## config.mk

```make
export PLATFORM = sky130hd
export DESIGN_NAME = aie_queue
export DESIGN_NICKNAME = d
export VERILOG_FILES = /design/src/hw/rtl/aie_pkg.sv /design/src/hw/rtl/aie_queue.sv
export SDC_FILE = /design/constraint.sdc
export NUM_CORES = 1
export LEC_CHECK = 0
export BUFFER_PORTS_ARGS = -buffer_cell sky130_fd_sc_hd__buf_2
export CAP_MARGIN = 20
export CORE_ASPECT_RATIO = 0.75
export CORE_MARGIN = 2
export CORE_UTILIZATION = 40
export DETAILED_ROUTE_END_ITERATION = 10
export PLACE_DENSITY = 0.65
export SLEW_MARGIN = 10
export SYNTH_ARGS = -nofsm -noshare
export SYNTH_HDL_FRONTEND = slang
export SYNTH_SLANG_ARGS = --single-unit
```

## constraint.sdc

```tcl
create_clock -name clk -period 3.6 [get_ports clk]
set_input_delay 0.72 -clock clk [delete_from_list [all_inputs] [get_ports clk]]
set_output_delay 0.72 -clock clk [all_outputs]
set_load 0.05 [all_outputs]
```

## src/hw/rtl/aie_pkg.sv

```systemverilog
// shared types and codes for the accumulator instruction execute block
package aie_pkg;

	localparam logic [3:0] OP_SET   = 4'd0;
	localparam logic [3:0] OP_LOAD  = 4'd1;
	localparam logic [3:0] OP_ADD   = 4'd2;
	localparam logic [3:0] OP_SUB   = 4'd3;
	localparam logic [3:0] OP_INC   = 4'd4;
	localparam logic [3:0] OP_DEC   = 4'd5;
	localparam logic [3:0] OP_STR   = 4'd6;
	localparam logic [3:0] OP_SHW   = 4'd7;
	localparam logic [3:0] OP_PAUSE = 4'd8;
	localparam logic [3:0] OP_END   = 4'd9;

	localparam logic [1:0] BK_NULL = 2'd0;
	localparam logic [1:0] BK_ADDR = 2'd1;
	localparam logic [1:0] BK_NUM  = 2'd2;

	localparam logic [1:0] CK_NULL = 2'd0;
	localparam logic [1:0] CK_ADDR = 2'd1;

	localparam logic [2:0] SH_ACC  = 3'd0;
	localparam logic [2:0] SH_PC   = 3'd1;
	localparam logic [2:0] SH_ICR  = 3'd2;
	localparam logic [2:0] SH_MAR  = 3'd3;
	localparam logic [2:0] SH_MDR  = 3'd4;
	localparam logic [2:0] SH_CTRL = 3'd5;
	localparam logic [2:0] SH_MEM  = 3'd6;
	localparam logic [2:0] SH_NONE = 3'd7;

	typedef logic [3:0] kind_t;

	localparam kind_t K_NOP    = 4'd0;
	localparam kind_t K_IGN    = 4'd1;
	localparam kind_t K_SETI   = 4'd2;
	localparam kind_t K_SETM   = 4'd3;
	localparam kind_t K_LOAD   = 4'd4;
	localparam kind_t K_ACCOP  = 4'd5;
	localparam kind_t K_OP2    = 4'd6;
	localparam kind_t K_OP3    = 4'd7;
	localparam kind_t K_INCDEC = 4'd8;
	localparam kind_t K_STR    = 4'd9;
	localparam kind_t K_SHW    = 4'd10;
	localparam kind_t K_END    = 4'd11;

	localparam int Q_DEPTH = 2;

	typedef struct packed {
		logic [3:0]         op;
		logic               a_valid;
		logic [7:0]         a_addr;
		logic [1:0]         b_kind;
		logic [7:0]         b_addr;
		logic signed [31:0] b_value;
		logic [1:0]         c_kind;
		logic [7:0]         c_addr;
		logic [2:0]         show_sel;
	} in_t;

	typedef struct packed {
		logic signed [31:0] acc;
		logic [7:0]         mar;
		logic signed [31:0] mdr;
		logic [15:0]        pc;
		logic               running;
		logic signed [31:0] shown_value;
		logic               shown_valid;
		logic               ignored;
	} res_t;

	typedef struct packed {
		kind_t              kind;
		logic               neg;
		logic [2:0]         sel;
		logic [7:0]         a_addr;
		logic [7:0]         b_addr;
		logic [7:0]         c_addr;
		logic signed [31:0] b_value;
	} cmd_t;

endpackage

```

## src/hw/rtl/aie_queue.sv

```systemverilog
// two-entry queue of classified instructions between front and back
module aie_queue (
	input  logic          clk,
	input  logic          arst_n,
	input  logic          push_valid,
	input  aie_pkg::cmd_t push_data,
	output logic          push_ready,
	input  logic          pop,
	output logic          pop_valid,
	output aie_pkg::cmd_t pop_data
);
	aie_pkg::cmd_t ent_q [aie_pkg::Q_DEPTH];
	logic       wr_ptr_q;
	logic       rd_ptr_q;
	logic [1:0] cnt_q;
	logic       push;

	assign push_ready = cnt_q != 2'(aie_pkg::Q_DEPTH);
	assign pop_valid  = cnt_q != 2'd0;
	assign pop_data   = ent_q[rd_ptr_q];
	assign push       = push_valid && push_ready;

	always_ff @(posedge clk or negedge arst_n) begin
		if (!arst_n) begin
			wr_ptr_q <= 1'b0;
			rd_ptr_q <= 1'b0;
			cnt_q    <= 2'd0;
		end else begin
			if (push) begin
				wr_ptr_q <= ~wr_ptr_q;
			end
			if (pop) begin
				rd_ptr_q <= ~rd_ptr_q;
			end
			if (push && !pop) begin
				cnt_q <= cnt_q + 2'd1;
			end else if (pop && !push) begin
				cnt_q <= cnt_q - 2'd1;
			end
		end
	end

	always_ff @(posedge clk) begin
		if (push) begin
			ent_q[wr_ptr_q] <= push_data;
		end
	end
endmodule

```

Word-level counts from Yosys, hierarchy flattened
Memories as Yosys holds them, arrays and structs flattened.
Cells that the tools add are included.
W data, S select, Z words.
Word-level totals
  bits in registers: 4
  memories kept: 1
  input port bits: 68
  bits in writable memories: 128
  output and inout bits: 66
  logic and storage cells: 20
Operators by class
  mux-type cells: 4
  reduce and logical (&&, ||, !) cells: 7
  add/subtract/negate cells: 2
  bitwise logic cells: 2
  equal/unequal tests: 1
Memories
  ent_q: depth 2, bits a word 64, read ports 1, clocked after memory_dff 0, write ports 1, RTL line aie_queue.sv:12  | aie_pkg::cmd_t ent_q [aie_pkg::Q_DEPTH];
Operators with widths (count)
  $mux W2: 2
  $reduce_bool A2 Y1: 2
  $logic_and A1 B1 Y1: 3
  $add A2 B1 Y2 const B: 1
  $logic_not A1 Y1: 2
  $mux W1: 2
  $ne A2 B2 Y1 const B: 1
  $not A1 Y1: 2
  $sub A2 B1 Y2 const B: 1

Logic depth before layout (Yosys ltp)
  word-level depth: 6
  mapped depth: 7
  mapped depth without buffers: 7

Least setup slack after synthesis
OpenSTA, ideal clock, no wires.
  kind: reg-to-reg
  start point: register cnt_q[0]
  end point: memory ent_q[0][0] (netlist name), enable pin
  library setup time: 0.487 ns
  slack: -0.633 ns
  arrival: 3.747 ns
  data required time: 3.113 ns
  stages on the path, launching flop included: 4
  cells stage by stage: dfrtp_1 nand2b_1 nand2_1 nor2_1
Between the ends
  word-level cells in the longest chain between the ends: 4
Ends and longest elaborated chain
  start, declared: RTL line aie_queue.sv:15  | logic [1:0] cnt_q;
  start signal, assigned: RTL line aie_queue.sv:36  | cnt_q <= cnt_q + 2'd1;
  start signal, assigned: RTL line aie_queue.sv:38  | cnt_q <= cnt_q - 2'd1;
  $ne A2 B2 Y1: RTL line aie_queue.sv:18  | assign push_ready = cnt_q != 2'(aie_pkg::Q_DEPTH);
  via push_ready: RTL line aie_queue.sv:7  | output logic push_ready,
  $logic_and A1 B1 Y1: RTL line aie_queue.sv:21  | assign push = push_valid && push_ready;
  $mux W1: RTL line aie_queue.sv:44  | if (push) begin
  $mux W1 (not written as such): RTL line aie_queue.sv:45  | ent_q[wr_ptr_q] <= push_data;
  end, declared: RTL line aie_queue.sv:12
The timed path passes the listed nets, and every way through them passes these cells.

==> impl_metrics.toml <==
[status]
outcome = "finished clean"

[layout]
final_common_cell = "buf_2"
syn2layout_area_growth_pct = 29.07
final_cells = 545
mostFrequentLayoutCells = "133 x buf_2, 128 x edfxtp_1, 50 x mux2_4, 17 x clkbuf_16, 14 x mux2_2"
fin_util = 0.5283
fill_cells = 987
finish.net_count = 435
fin_area_sq_mm = 0.006477
drive_above_1_share = 0.6174
diodes = 0

[clock_tree]
root_buffer = "clkbuf_16"
cts.hold.buffers_added = 0
cts_resized = 0
clkLatencyLatePin_ps = 400
cts_buffers = 17
cts_setup_buffers = 0
clock-sinks = 132
h-tree-depth = 4
clockBufferDepth = 2
path_clk_slew_ps = 60
cts_tree = "built"

[global_routing]
grt_max_degree = 52
first_global_vias = 2474
grt_pass1_wl_um = 13050
grt_overflow = 0
antenna_found_initial = 0
globalRouteTotalUtil = 0.1339

[drt]
ant_nets = 0
drt_wl_total_um = 8617
drtIter0Drc = 135
drc = 0
viasPerCell = 4.451
num_vias = 2426
wire_per_inst_um = 15.81
drtPass1Iterations = 4

[critical_path]
path_cells = "buf_12 -> mux2_4 -> buf_2"
required_ps = 2880
critPathBufInv = 2
critPathKind = "flip-flop to primary output"
slowest_stage = "dfrtp_4"
critical-path-top-delay-family = "flip-flops"
critical_path.max_stage_delay_ps = 790
cp_max_fo = 33
critPathCaptureType = "primary output"
worstPathArrival_ps = 2120
startpoint_type = "flip-flop"

[placed_design]
place_area_sq_mm = 0.005887
io_buffers = 133
gp_congestion = 0.7159
hpwl_um = 5636
numPlacedInstances = 513
pre_cts_ws_ps = 1163

[synth]
synth_nets = 286
synth.cell_area_sq_mm = 0.005019
ys_ff_latch = 132
syn_inst = 217
synth_seq_area_share = 0.7858
synth_cell_type_count = 15
yosys_warnings = 0
syn_avg_cell_area_sq_um = 23.13

[sta]
fin_skew_ps = 6.012
final.min_clock_period_ps = 2843
slew_headroom = 0.6170
slew_violations = 0
rsz0062_at_grt = "no"
setup_violations = 0
worst_pin_slew_ps = 574.4
fin_ws_ps = 756.7
setup_tns_ps = 0
hold_viol = 0
fmax_ghz = 0.3517
finalCritPeriodShare = 0.7898

[die]
die_y_um = 101.0
io_pins = 134
core_area_sq_mm = 0.01226
initial_core_util = 0.4093
dieArea_sq_mm = 0.01347
rows = 35
die_width_um = 133.3

[flow_run]
maxCapViolCount = 0

[hold_path]
min_path_type = "input port to async pin"

[pwr]
cellLeakagePower_nw = 2.587
vdd_drop_max_mv = 0.4916
powerDensity_mw_per_mm2 = 1011
-- state kept, by name (all words and copies together) (netlist names) --
register,cells
ent_q,128
cnt_q,2
rd_ptr_q,1
wr_ptr_q,1
-- per-layer routing --
metal	routed length, um	vias up	share of wire	track usage
li1	-	1160	-	-
met2	3784	100	0.44	0.1915
met3	756	11	0.088	0.06637
met4	114	0	0.013	0.06137
met5	0	-	0	0
met1	3961	1155	0.46	0.1719
-- path summary, 6_finish.rpt --
| path | startpoint | cells past startpoint | to | slack [ps] |
|---|---|---|---|---|
| max in group asynchronous | arst_n | 1 | rd_ptr_q | 3340 |
| max | rd_ptr_q | 3 | pop_data[38] | 760 |
| min reg2reg | cnt_q[1] | 1 | cnt_q[1] | 490 |
| min | arst_n | 1 | cnt_q[0] | 110 |
| min in group clk | cnt_q[1] | 1 | cnt_q[1] | 490 |
| max reg2reg | cnt_q[0] | 3 | ent_q[1][6] | 1920 |
-- cell usage after synthesis (all sizes together) --
master  count  area, sq um
edfxtp    128         3844
mux2       64        908.4
buf         7        72.56
dfrtp       4        100.1
xor2        3        26.28
inv         2        7.510
nor2        2        7.510
xnor2       2        17.52
and3        1        6.260
ha          1        12.51
nand2       1        3.750
nand2b      1        6.260
or2         1        6.260
-- cell families (layout without fill, tap and decap cells) --
group | count (synthesis) | after routing | share of synthesized area
xor gates and xnor gates | 5 | 5 | 0.008728
muxes | 64 | 64 | 0.1810
adders and majority gates | 1 | 1 | 0.002493
and+or+nand+nor | 6 | 6 | 0.005986
buffers and inverters | 9 | 171 | 0.01595
DFF | 132 | 132 | 0.7858
-- final cells by class --
type,count,area (sq um),share of cell area
Clock inverter,14,161.4,0.02492
Multi-Input combinational cell,76,1003,0.1549
Inverter,2,7.507,0.001159
Tap cell,166,207.7,0.03206
Timing Repair Buffer,137,720.7,0.1113
Clock buffer,18,429.2,0.06625
Sequential cell,132,3948,0.6094
-- per-stage QoR --
stage	power [mW]	hold slack (ps)
6_report	6.546	114.5
5_1_grt	6.802	93.82
4_1_cts	6.619	98.12
3_5_place_dp	4.908	484.1
3_3_place_gp	4.887	470.0
2_1_floorplan	4.432	424.4
-- power by group --
part	switching (mW)	internal (mW)	total [mW]
Sequential	0.182	2.11	2.29
Combinational	1.74	0.819	2.55
Clock	0.621	1.08	1.70
Total	2.54	4.01	6.55
No activity file was read; power rests on OpenSTA's default activity.
